File: src/design/okrt_pkg.sv
`default_nettype none

package okrt_pkg;

  localparam int ACT_W = 2;
  localparam int ID_W  = 32;
  localparam int PL_W  = 16;
  localparam int ST_W  = 2;

  // action codes
  localparam logic [ACT_W-1:0] ACT_APPEND = 2'd0;
  localparam logic [ACT_W-1:0] ACT_DELETE = 2'd1;
  localparam logic [ACT_W-1:0] ACT_LOOKUP = 2'd2;

  // status codes
  localparam logic [ST_W-1:0] ST_OK   = 2'd0;
  localparam logic [ST_W-1:0] ST_MISS = 2'd1;
  localparam logic [ST_W-1:0] ST_FULL = 2'd2;

  // one record as held in the record memory
  typedef struct packed {
    logic [ID_W-1:0] key;
    logic [PL_W-1:0] payload;
  } rec_t;

endpackage

`default_nettype wire

File: src/design/okrt_store.sv
`default_nettype none

// Record memory and link memory: one write port each, one shared read
// address, registered read data (read-old on a same-cycle collision).
module okrt_store #(
  parameter  int DEPTH = 16,
  localparam int SW    = $clog2(DEPTH)
) (
  input  wire                 clk,
  input  wire                 rec_we,
  input  wire  [SW-1:0]       rec_waddr,
  input  wire okrt_pkg::rec_t rec_wdata,
  input  wire                 link_we,
  input  wire  [SW-1:0]       link_waddr,
  input  wire  [SW-1:0]       link_wdata,
  input  wire  [SW-1:0]       raddr,
  output okrt_pkg::rec_t      rec_rdata,
  output logic [SW-1:0]       link_rdata
);

  okrt_pkg::rec_t rec_mem [DEPTH];
  logic [SW-1:0]  link_mem [DEPTH];

  always_ff @(posedge clk) begin
    if (rec_we) begin
      rec_mem[rec_waddr] <= rec_wdata;
    end
    rec_rdata <= rec_mem[raddr];
  end

  always_ff @(posedge clk) begin
    if (link_we) begin
      link_mem[link_waddr] <= link_wdata;
    end
    link_rdata <= link_mem[raddr];
  end

endmodule

`default_nettype wire

File: src/design/ordered_keyed_ring_table_unit.sv
// Sequence, accept to result: append passes APPW then FIN (straight to FIN when
//   full); lookup and delete walk the slots in CMP, a delete hit then passes
//   DELW, then FIN; an empty table or unused action goes straight to FIN.
// Throughput: one transaction at a time; the next is accepted once the result
//   sits in the output register (later while out_tready holds off). The walk
//   moves one slot per cycle via the read port.
`default_nettype none

// Reset: rst_n synchronous, active low; empties the table, no clearing pass.
module ordered_keyed_ring_table_unit #(
  parameter int CAPACITY = 16
) (
  input  wire         clk,
  input  wire         rst_n,
  // input stream
  input  wire         in_tvalid,
  output logic        in_tready,
  input  wire  [47:0] in_tdata,   // [31:0] record_id, [47:32] payload_handle
  input  wire  [1:0]  in_tuser,   // [1:0] action
  // result stream
  output logic        out_tvalid,
  input  wire         out_tready,
  output logic [((19 + $clog2(CAPACITY + 1) + 7) / 8) * 8 - 1:0] out_tdata
  // [1:0] status, [17:2] found_payload, next CW bits entry_count,
  // then is_empty, zero fill up to a whole byte
);

  localparam int SW    = $clog2(CAPACITY);       // slot index width
  localparam int CW    = $clog2(CAPACITY + 1);   // count width
  localparam int OUT_W = ((19 + CW + 7) / 8) * 8;

  localparam logic [CW-1:0] CAP_CNT = CW'(CAPACITY);

  // sequencer states
  localparam logic [2:0] S_IDLE = 3'd0;  // waiting for a transaction
  localparam logic [2:0] S_APPW = 3'd1;  // append: link the new slot
  localparam logic [2:0] S_CMP  = 3'd2;  // walk: compare one slot per cycle
  localparam logic [2:0] S_DELW = 3'd3;  // delete: free the matched slot
  localparam logic [2:0] S_FIN  = 3'd4;  // hand result to output register

  // control state
  logic [2:0]    state_r, state_nxt;
  logic [SW-1:0] head_r, head_nxt;
  logic [SW-1:0] tail_r, tail_nxt;
  logic [SW-1:0] free_head_r, free_head_nxt;  // list of freed slots
  logic [CW-1:0] count_r, count_nxt;
  // slots [fresh_r, CAPACITY) have never been used; they stand in for the
  // initial free chain so the link memory needs no init sweep
  logic [CW-1:0] fresh_r, fresh_nxt;
  logic          out_valid_r, out_valid_nxt;

  // per-transaction working registers
  logic [okrt_pkg::ACT_W-1:0] act_r, act_nxt;
  logic [okrt_pkg::ID_W-1:0]  id_r, id_nxt;
  logic [SW-1:0]              cur_r, cur_nxt;
  logic [SW-1:0]              prev_r, prev_nxt;
  logic [SW-1:0]              after_r, after_nxt;
  logic [CW-1:0]              n_r, n_nxt;
  logic [okrt_pkg::ST_W-1:0]  res_status_r, res_status_nxt;
  logic [okrt_pkg::PL_W-1:0]  res_pl_r, res_pl_nxt;
  logic [OUT_W-1:0]           out_data_r, out_data_nxt;

  // memory ports
  logic           rec_we;
  logic [SW-1:0]  rec_waddr;
  okrt_pkg::rec_t rec_wdata;
  logic           link_we;
  logic [SW-1:0]  link_waddr;
  logic [SW-1:0]  link_wdata;
  logic [SW-1:0]  raddr;
  okrt_pkg::rec_t rec_rd;
  logic [SW-1:0]  link_rd;

  logic                       in_fire;
  logic [okrt_pkg::ACT_W-1:0] in_act;
  logic [okrt_pkg::ID_W-1:0]  in_id;
  logic [okrt_pkg::PL_W-1:0]  in_pl;
  logic                       use_fresh;
  logic [SW-1:0]              new_slot;
  logic [OUT_W-1:0]           res_word;

  assign in_tready  = (state_r == S_IDLE);
  assign in_fire    = in_tvalid & in_tready;
  assign in_act     = in_tuser;
  assign in_id      = in_tdata[31:0];
  assign in_pl      = in_tdata[47:32];
  assign out_tvalid = out_valid_r;
  assign out_tdata  = out_data_r;

  // a fresh slot is taken while any remain, else the freed list head
  assign use_fresh = (fresh_r < CAP_CNT);
  assign new_slot  = use_fresh ? fresh_r[SW-1:0] : free_head_r;

  okrt_store #(
    .DEPTH (CAPACITY)
  ) u_store (
    .clk        (clk),
    .rec_we     (rec_we),
    .rec_waddr  (rec_waddr),
    .rec_wdata  (rec_wdata),
    .link_we    (link_we),
    .link_waddr (link_waddr),
    .link_wdata (link_wdata),
    .raddr      (raddr),
    .rec_rdata  (rec_rd),
    .link_rdata (link_rd)
  );

  // result packing; count and empty flag reflect the state after the op
  always_comb begin
    res_word                 = '0;
    res_word[1:0]            = res_status_r;
    res_word[17:2]           = res_pl_r;
    res_word[18 +: CW]       = count_r;
    res_word[18 + CW]        = (count_r == '0);
  end

  always_comb begin
    state_nxt      = state_r;
    head_nxt       = head_r;
    tail_nxt       = tail_r;
    free_head_nxt  = free_head_r;
    count_nxt      = count_r;
    fresh_nxt      = fresh_r;
    act_nxt        = act_r;
    id_nxt         = id_r;
    cur_nxt        = cur_r;
    prev_nxt       = prev_r;
    after_nxt      = after_r;
    n_nxt          = n_r;
    res_status_nxt = res_status_r;
    res_pl_nxt     = res_pl_r;
    out_data_nxt   = out_data_r;
    out_valid_nxt  = out_valid_r & ~out_tready;

    rec_we     = 1'b0;
    rec_waddr  = new_slot;
    rec_wdata  = '{key: in_id, payload: in_pl};
    link_we    = 1'b0;
    link_waddr = cur_r;
    link_wdata = free_head_r;
    raddr      = cur_r;

    unique case (state_r)
      S_IDLE: begin
        // start the first read early: freed-list link for an append,
        // head slot for a walk
        raddr = (in_act == okrt_pkg::ACT_APPEND) ? free_head_r : head_r;
        if (in_fire) begin
          act_nxt    = in_act;
          id_nxt     = in_id;
          res_pl_nxt = '0;
          case (in_act) inside
            okrt_pkg::ACT_APPEND: begin
              if (count_r == CAP_CNT) begin
                res_status_nxt = okrt_pkg::ST_FULL;
                state_nxt      = S_FIN;
              end else begin
                rec_we = 1'b1;
                // old tail points at the new slot
                if (count_r != '0) begin
                  link_we    = 1'b1;
                  link_waddr = tail_r;
                  link_wdata = new_slot;
                end
                cur_nxt   = new_slot;
                state_nxt = S_APPW;
              end
            end
            okrt_pkg::ACT_DELETE, okrt_pkg::ACT_LOOKUP: begin
              if (count_r == '0) begin
                res_status_nxt = okrt_pkg::ST_MISS;
                state_nxt      = S_FIN;
              end else begin
                cur_nxt   = head_r;
                prev_nxt  = tail_r;
                n_nxt     = '0;
                state_nxt = S_CMP;
              end
            end
            default: begin
              // unused action: no change
              res_status_nxt = okrt_pkg::ST_OK;
              state_nxt      = S_FIN;
            end
          endcase
        end
      end

      S_APPW: begin
        // new slot closes the ring back to head
        link_we    = 1'b1;
        link_waddr = cur_r;
        link_wdata = (count_r == '0) ? cur_r : head_r;
        if (use_fresh) begin
          fresh_nxt = fresh_r + CW'(1);
        end else begin
          free_head_nxt = link_rd;
        end
        if (count_r == '0) begin
          head_nxt = cur_r;
        end
        tail_nxt       = cur_r;
        count_nxt      = count_r + CW'(1);
        res_status_nxt = okrt_pkg::ST_OK;
        state_nxt      = S_FIN;
      end

      S_CMP: begin
        raddr = link_rd;  // follow the link read with this slot
        if (rec_rd.key == id_r) begin
          if (act_r == okrt_pkg::ACT_LOOKUP) begin
            res_status_nxt = okrt_pkg::ST_OK;
            res_pl_nxt     = rec_rd.payload;
            state_nxt      = S_FIN;
          end else begin
            // bypass the matched slot
            if (count_r > CW'(1)) begin
              link_we    = 1'b1;
              link_waddr = prev_r;
              link_wdata = link_rd;
            end
            after_nxt = link_rd;
            state_nxt = S_DELW;
          end
        end else if (n_r + CW'(1) == count_r) begin
          res_status_nxt = okrt_pkg::ST_MISS;
          state_nxt      = S_FIN;
        end else begin
          prev_nxt = cur_r;
          cur_nxt  = link_rd;
          n_nxt    = n_r + CW'(1);
        end
      end

      S_DELW: begin
        // push freed slot on the front of the freed list
        link_we       = 1'b1;
        link_waddr    = cur_r;
        link_wdata    = free_head_r;
        free_head_nxt = cur_r;
        count_nxt     = count_r - CW'(1);
        if (count_r > CW'(1)) begin
          if (cur_r == head_r) begin
            head_nxt = after_r;
          end
          if (cur_r == tail_r) begin
            tail_nxt = prev_r;
          end
        end
        res_status_nxt = okrt_pkg::ST_OK;
        state_nxt      = S_FIN;
      end

      S_FIN: begin
        if (!out_valid_r || out_tready) begin
          out_valid_nxt = 1'b1;
          out_data_nxt  = res_word;
          state_nxt     = S_IDLE;
        end
      end

      default: begin
        state_nxt = S_IDLE;
      end
    endcase
  end

  always_ff @(posedge clk) begin
    if (!rst_n) begin
      state_r     <= S_IDLE;
      head_r      <= '0;
      tail_r      <= '0;
      free_head_r <= '0;
      count_r     <= '0;
      fresh_r     <= '0;
      out_valid_r <= 1'b0;
    end else begin
      state_r     <= state_nxt;
      head_r      <= head_nxt;
      tail_r      <= tail_nxt;
      free_head_r <= free_head_nxt;
      count_r     <= count_nxt;
      fresh_r     <= fresh_nxt;
      out_valid_r <= out_valid_nxt;
    end
  end

  always_ff @(posedge clk) begin
    act_r        <= act_nxt;
    id_r         <= id_nxt;
    cur_r        <= cur_nxt;
    prev_r       <= prev_nxt;
    after_r      <= after_nxt;
    n_r          <= n_nxt;
    res_status_r <= res_status_nxt;
    res_pl_r     <= res_pl_nxt;
    out_data_r   <= out_data_nxt;
  end

  // ---------------------------------------------------------------------
  // assertions
  // ---------------------------------------------------------------------
  a_count_bound: assert property (@(posedge clk) disable iff (!rst_n)
    count_r <= CAP_CNT)
    else $error("record count above capacity");

  a_fresh_covers: assert property (@(posedge clk) disable iff (!rst_n)
    fresh_r >= count_r)
    else $error("more records than slots ever handed out");

  a_walk_bound: assert property (@(posedge clk) disable iff (!rst_n)
    (state_r == S_CMP) |-> (n_r < count_r))
    else $error("walk ran past the last record");

  a_out_from_fin: assert property (@(posedge clk) disable iff (!rst_n)
    $rose(out_tvalid) |-> $past(state_r == S_FIN))
    else $error("result raised outside the finish state");

endmodule

`default_nettype wire

File: config.mk
export PLATFORM = sky130hd
export DESIGN_NAME = ordered_keyed_ring_table_unit
export DESIGN_NICKNAME = d
export VERILOG_FILES = /design/src/design/okrt_pkg.sv /design/src/design/okrt_store.sv /design/src/design/ordered_keyed_ring_table_unit.sv
export SDC_FILE = /design/constraint.sdc
export NUM_CORES = 1
export LEC_CHECK = 0
export BUFFER_PORTS_ARGS = -buffer_cell sky130_fd_sc_hd__buf_2
export CORE_UTILIZATION = 60
export DETAILED_ROUTE_END_ITERATION = 10
export PLACE_DENSITY = 0.77
export SLEW_MARGIN = 30
export SYNTH_ARGS = -nofsm -noshare
export SYNTH_HDL_FRONTEND = slang
export SYNTH_SLANG_ARGS = --single-unit
File: constraint.sdc
create_clock -name clk -period 11.5 [get_ports clk]
set_input_delay 1.15 -clock clk [delete_from_list [all_inputs] [get_ports clk]]
set_output_delay 1.15 -clock clk [all_outputs]
set_load 0.05 [all_outputs]
==> run metrics, run 1 <==
status finished, final reports clean; Worst Slack Setup Final about 6.5 ns; leakage power 13.7 nW; Slew Viols, Final 0; final setup fails 0; clock group share of total power 38.6%; Chip Width about 260 um; Sequential Power Share a little over half; Synth cell types 62; dpl hpwl 42.7 mm; synthesized area around 0.038 mm^2; first-pass GRT wire length between 100 and 150 mm; crit-path cells buf_2 -> inv_1 -> ha_1 -> mux2_1 -> mux2i_1 -> o21ai_4 -> buf_12 -> buf_16 -> buf_12 -> buf_16 -> mux2i_1 -> o22ai_1 -> or4_1; post-synthesis async set-or-reset flop share 0%; Crit path largest cell delay just under 0.6 ns; first-pass iteration count of the detailed router 6; cts hold-fix bufs 0; Overall Global Routing Usage between 20% and 30%; Crit Path Category input port to flip-flop; row cnt just over 90; routability cong. just under 0.9; DRC 0; Iteration-0 DRC Markers 2,310; clock-pin slew on the worst setup and hold paths approximately 0.060 ns; CTS Buffer Depth 3; Setup TNS 0 ns; Placement Setup Slack roughly 6 ns; cell taking the most area after synthesis edfxtp_1; Synth Warn # 0; total grt overflow 0; nets@finish 2,383; Synth Net Count 2,284; Synth Flop Type edfxtp_1; CP arrival around 5.5 ns; post-cts repair resize count 0; final total power approximately 7.9 mW; Post-synth EDFFs between 900 and 1,000; initial antenna violation count 8; Root Buffer Master clkbuf_16; fin crit period around 5 ns; clk sinks approximately 1,000; WP buf/inv 6; Worst-Skew Late Latency 0.66 ns; setup bufs post-CTS 0; Pwr Density ~180 mW/mm^2; fmax 201 MHz; H-tree depth 3; CTS tree built; Mean Syn Cell Area approximately 17 um^2; I/O Pins 80; Net Sw Frac ~23%; most frequent cell after synthesis edfxtp_1; Post-DRT Antenna Nets 0; Die ar. about 0.065 mm^2; Commonest cells post-synth 925 x edfxtp_1, 432 x mux2i_1, 211 x o22ai_1; peak supply drop 0.136 mV; Worst Hold Class flip-flop to flip-flop; Avg WL per Cell roughly 27 um; Chip Height around 260 um; max-cap check violation count 0; layout cells sized above 1 between 10% and 20%; synthesized flop and latch total between 1,000 and 1,500; Least-Margin Pin Slew ~1.0 ns; vias in the first global route just over 20,000; largest net degree at the start of global routing approximately 160; Slew headroom approximately 30%; post-synthesis sequential area ratio 76.3%; Logic pwr share 8.8%; Core Region 0.0632 mm^2; final hold violations 0; area grow syn2layout 11.8%; CTS Buf Count 94; Vias/cell approximately 6.4; final period utilization ~43%; WP data required about 12 ns; largest delay contributor family on the critical path buffers and inverters; P_int 6.11 mW; switching pwr about 1.8 mW; slowest cell on the critical path ha_1; Starting Density between 60% and 70%; Syn Inst Count roughly 2,200; Layout Skew 0.0336 ns; Yosys top cell area share between 70% and 80%; Area contributors post-synth edfxtp_1 72%, mux2i_1 11%, dfxtp_1 4.1%; largest fanout on the critical path 94; Worst setup SP type input port; PortBufs 79; total length of routed wires between 80 and 90 mm; CP Capture Type flip-flop; RSZ-0062 raised after global routing no; via count a little over 20,000
-- state kept, by name, summed over array words and instances, names as in the netlist, 2 cells and up --
| register | count |
|---|---|
| u_store.rec_mem | 768 |
| u_store.link_mem | 64 |
| u_store.rec_rdata | 48 |
| id_r | 32 |
| out_tdata | 24 |
| res_pl_r | 16 |
| count_r | 5 |
| fresh_r | 5 |
| n_r | 5 |
| after_r | 4 |
| cur_r | 4 |
| free_head_r | 4 |
| head_r | 4 |
| prev_r | 4 |
| tail_r | 4 |
| u_store.link_rdata | 4 |
| state_r | 3 |
| act_r | 2 |
| res_status_r | 2 |
-- worst paths after layout --
kind	start	endpoint	slack, ns	depth (start not counted)
min	res_pl_r[15]	out_tdata[17]	0.42	0
max reg2reg	state_r[1]	u_store.rec_rdata[17]	6.92	10
min reg2reg	res_pl_r[15]	out_tdata[17]	0.42	0
max	in_tuser[0]	u_store.rec_rdata[17]	6.52	13
-- cell type report --
cell class,count,area (um^2)
inverter,11,41.3
antenna,2,5.00
sequential,1003,29300
multi-input combinational,1090,8630
fill,3911,20200
clock inverter,47,448
timing repair buffer,122,858
tap,846,1060
clock buffer,128,2600
-- layer usage --
| metal | vias to the layer above | global-route usage, % | share of wire, % |
|---|---|---|---|
| li1 | 9049 | - | - |
| met1 | 10400 | 35.9 | 38 |
| met2 | 1084 | 45.2 | 50 |
| met3 | 182 | 4.34 | 9.0 |
| met4 | 12 | 9.97 | 2.8 |
| met5 | - | 0 | 0.088 |
-- cells in the final DEF, fill, tap and decap left out, drive strengths merged, types with 3 or more instances in the layout --
cell	Yosys	final
or2	5	5
xnor2	16	16
ha	7	7
inv	11	14
o21ai	26	26
buf	58	122
a31oi	4	4
nand2b	5	5
and2	10	10
and3	18	18
o22ai	212	212
or3	7	7
a21boi	6	6
o21a	3	3
edfxtp	925	925
a221oi	3	3
clkbuf	61	128
mux2i	432	432
bufinv	0	8
nand4	5	5
nand3	14	14
nor2b	16	16
a21oi	28	28
nor3	21	21
mux2	7	7
a2bb2oi	3	3
or4	54	54
nor4	11	11
xor2	38	38
a311o	3	3
dfxtp	78	78
clkinv	0	34
nor2	49	49
nand2	63	63
-- through the flow --
| step | utilization [%] | std cells | hold WS, ns | area (um^2) |
|---|---|---|---|---|
| detailed placement | 63.1 | 3070 | 0.406 | 39900 |
| global route | 68.0 | 3249 | 0.422 | 43000 |
| global placement | 62.9 | 3067 | 0.408 | 39800 |
| CTS | 67.9 | 3245 | 0.420 | 42900 |
| floorplan | - | 2223 | 0.400 | 38400 |
| finish | 68.0 | 3249 | 0.419 | 43000 |
-- power by group through the flow --
stage / Sequential (mW) / Clock [mW] / Combinational, mW
floorplan: 4.23 / 0 / 0.454
global placement: 4.22 / 0 / 0.664
detailed placement: 4.23 / 0 / 0.685
CTS: 4.15 / 3.07 / 0.691
global route: 4.16 / 3.22 / 0.739
finish: 4.15 / 3.05 / 0.699
-- logic make-up (layout without fill, tap and decap cells) --
family,after synthesis,count (layout),share of synthesized area (%)
AOI/OAI and AO/OA,305,305,5.05
xor gates and xnor gates,54,54,1.23
adders and majority gates,7,7,0.228
buffers and inverters,130,308,1.67
DFF,1003,1003,76.3
muxes,439,439,11.5
other,0,2,0
and+or+nand+nor,285,285,4.05
No activity file was read; power rests on OpenSTA's default activity.
==> run 2, diff against run 1 <==
- CORE_UTILIZATION: 60 -> 56
- PLACE_DENSITY: 0.77 -> 0.75
- clock period: 11.5 -> 4.4 ns (I/O delays scaled with it)
==> run 2 against run 1 <==
Final cell count grew 1.9%. Combinational power rose to 2.7 times the previous value. Wire length grew 1.4%. First-iteration DRC count down 7.8%. Via count increased by 1.3%. Worst setup slack got worse by 5.8 ns. Sequential power increased to 2.6 times the previous value. Flip-flop and latch count did not move. Clock-buffer cell count decreased by 6. Sequential share of layout area decreased by 1.2 points. Clock skew down 0.012 ns. Utilization fell by 3.2 points. Largest cell class unchanged. Highest routed layer unchanged.
==> run metrics, run 2 (synthesized netlist as in run 1, its figures left out) <==
Chip Height 264 um (+3.5%); total length of routed wires 88.4 mm (+1.4%); Vias/cell 6.34 (-0.60%); Worst Hold Class input port to flip-flop; CP arrival 4.22 ns (-1.26 ns); Pwr Density 480 mW/mm^2 (+160%); M1 wire length 34.8 mm (+4.3%); Multi-input gate area 0.00865 mm^2 (+0.17%); Avg WL per Cell 26.7 um (-0.49%); P_int 16.2 mW (+170%); Layout Skew 0.0217 ns (-0.0119 ns); WP data required 4.92 ns (-7.08 ns); Placed Cells incl. Taps 3,129 (+1.9%); final setup fails 0 (unchanged); vias in the first global route 20,800 (+1.6%); PortBufs 79 (unchanged); fmax ~270 MHz; first-pass iteration count of the detailed router 6 (unchanged); Largest Register u_store.rec_mem; first-pass GRT wire length 130 mm (+2.3%); slowest cell on the critical path ha_1; I/O Pins 80 (unchanged); Largest register FFs 768 (unchanged); metal2 WL 44.2 mm (+1.8%); max-cap check violation count 0 (unchanged); met3 wire len 6.97 mm (-11%); clock-pin slew on the worst setup and hold paths 0.06 ns (about the same); area grow syn2layout 13.9%; Placement Setup Slack 0.671 ns (-5.33 ns); Chip Width 264 um (+3.5%); worst hold slack 0.169 ns (-0.250 ns); Starting Density 56.9% (-3.9 points); nets@finish 2,417 (+1.4%); dpl hpwl 45.9 mm (+7.5%); Top Layer Used met5; largest delay contributor family on the critical path buffers and inverters; switching pwr 4.77 mW (+170%); RSZ-0062 raised after global routing no; Largest regs u_store.rec_mem (768), u_store.link_mem (64), u_store.rec_rdata (48); WP buf/inv 5 (-1); Net Sw Frac 22.7% (+0.072 points); Iteration-0 DRC Markers 2,129 (-7.8%); Die ar. 0.0697 mm^2 (+7.1%); Slew headroom 39.5% (+9.0 points); Logic pwr share 9.0% (+0.2 points); largest fanout on the critical path 34 (-64%); Crit path largest cell delay 0.57 ns (about the same); clock group share of total power 39.3% (+0.7 points); Crit Path Category input port to flip-flop; peak supply drop 0.373 mV (+170%); layout cells sized above 1 13.8% (+1.3 points); Root Buffer Master clkbuf_16; Worst-Skew Late Latency 0.65 ns (about the same); Sequential Power Share 51.7% (-0.8 points); H-tree depth 3 (unchanged); final hold violations 0 (unchanged); status finished, final reports clean; via count 21,000 (+1.3%); CTS Buffer Depth 3 (unchanged); Least-Margin Pin Slew 0.905 ns (-0.138 ns); Fill cells 4,439 (+14%); crit-path cells dlygate4sd3_1 -> buf_2 -> inv_1 -> ha_1 -> mux2_1 -> mux2i_1 -> o21ai_4 -> buf_12 -> buf_12 -> mux2i_1 -> o22ai_1 -> or4_1; CTS tree built; FF+latch area 0.0293 mm^2 (unchanged); Slew Viols, Final 0 (unchanged); leakage power 14.1 nW (+2.4%); Overall Global Routing Usage 25.2% (-1.8 points); Worst Slack Setup Final 0.702 ns (-5.82 ns); largest net degree at the start of global routing 53 (-66%); final period utilization around 84%; DRC 0 (unchanged); row cnt 95 (+3.3%); Post-DRT Antenna Nets 0 (unchanged); commonest cells after routing, fill and taps aside 925 x edfxtp_1, 432 x mux2i_1, 211 x o22ai_1; Post-Layout Cell Count 3,312 (+1.9%); routability cong. 0.877 (+0.10%); fin crit period 3.70 ns; Core Region 0.0675 mm^2 (+6.8%); clk sinks 1,003 (unchanged); Worst setup SP type input port; most common cell after layout, fill and taps aside edfxtp_1; initial antenna violation count 10 (+2); total grt overflow 0 (unchanged); Setup TNS 0 ns (unchanged); CP Capture Type flip-flop; CTS Buf Count 96 (+2.1%)
[run 2: final timing paths]
kind | startpoint | end | slack (ns) | cells past startpoint
setup / recovery | in_tuser[0] | u_store.rec_rdata[28] | 0.70 | 12
setup reg to reg | id_r[21] | u_store.link_mem[4][3] | 0.79 | 7
hold reg to reg | res_pl_r[12] | out_tdata[14] | 0.42 | 0
hold / removal | in_tdata[46] | u_store.rec_mem[2][14] | 0.17 | 1
[run 2: layer usage]
| layer | track usage, % | vias up |
|---|---|---|
| met4 | 9.13 | 10 |
| met3 | 4.09 | 180 |
| met2 | 42.2 | 1014 |
| met1 | 33.4 | 10700 |
| li1 | - | 9111 |
| met5 | 0 | - |
[run 2: layout make-up]
| type | instances | share of cell area, % |
|---|---|---|
| clock inverters | 56 | 1.40 |
| multi-input cells | 1090 | 19.8 |
| repair buffers | 154 | 3.34 |
| diodes | 3 | 0.0171 |
| flip-flops and latches | 1003 | 67.0 |
| clock buffers | 122 | 5.89 |
| inverters | 11 | 0.0943 |
| well taps | 873 | 2.49 |
[run 2: stage by stage]
step	total power, mW	instance area (um^2)	utilization [%]
6_report	21.0	43800	64.9
5_1_grt	21.6	43800	64.9
4_1_cts	21.1	43800	64.8
3_3_place_gp	12.9	40600	60.1
3_5_place_dp	12.9	40600	60.1
2_1_floorplan	12.2	38400	-
[run 2: timing repair]
action                    in CTS  in global routing
gates resized for setup        0                  0
setup buffers                  0                  0
hold endpoints to repair       2                  0
hold buffers                   2                  0
[run 2: power groups by stage]
stage               combinational, mW  sequential [mW]  clock [mW]
finish                           1.90             10.9        8.24
global route                     2.00             10.9        8.69
CTS                              1.88             10.9        8.33
detailed placement               1.87             11.1           0
global placement                 1.82             11.1           0
floorplan                        1.19             11.1           0
[run 2: worst reg2reg max path, stage by stage (launching register included)]
cell      delay (ns)
edfxtp_1        0.37
xor2_1          0.17
nor4_1          0.48
nand4_1         0.49
nor3_2          0.53
a211oi_1        0.17
or2_1           0.44
nor3_1          0.59
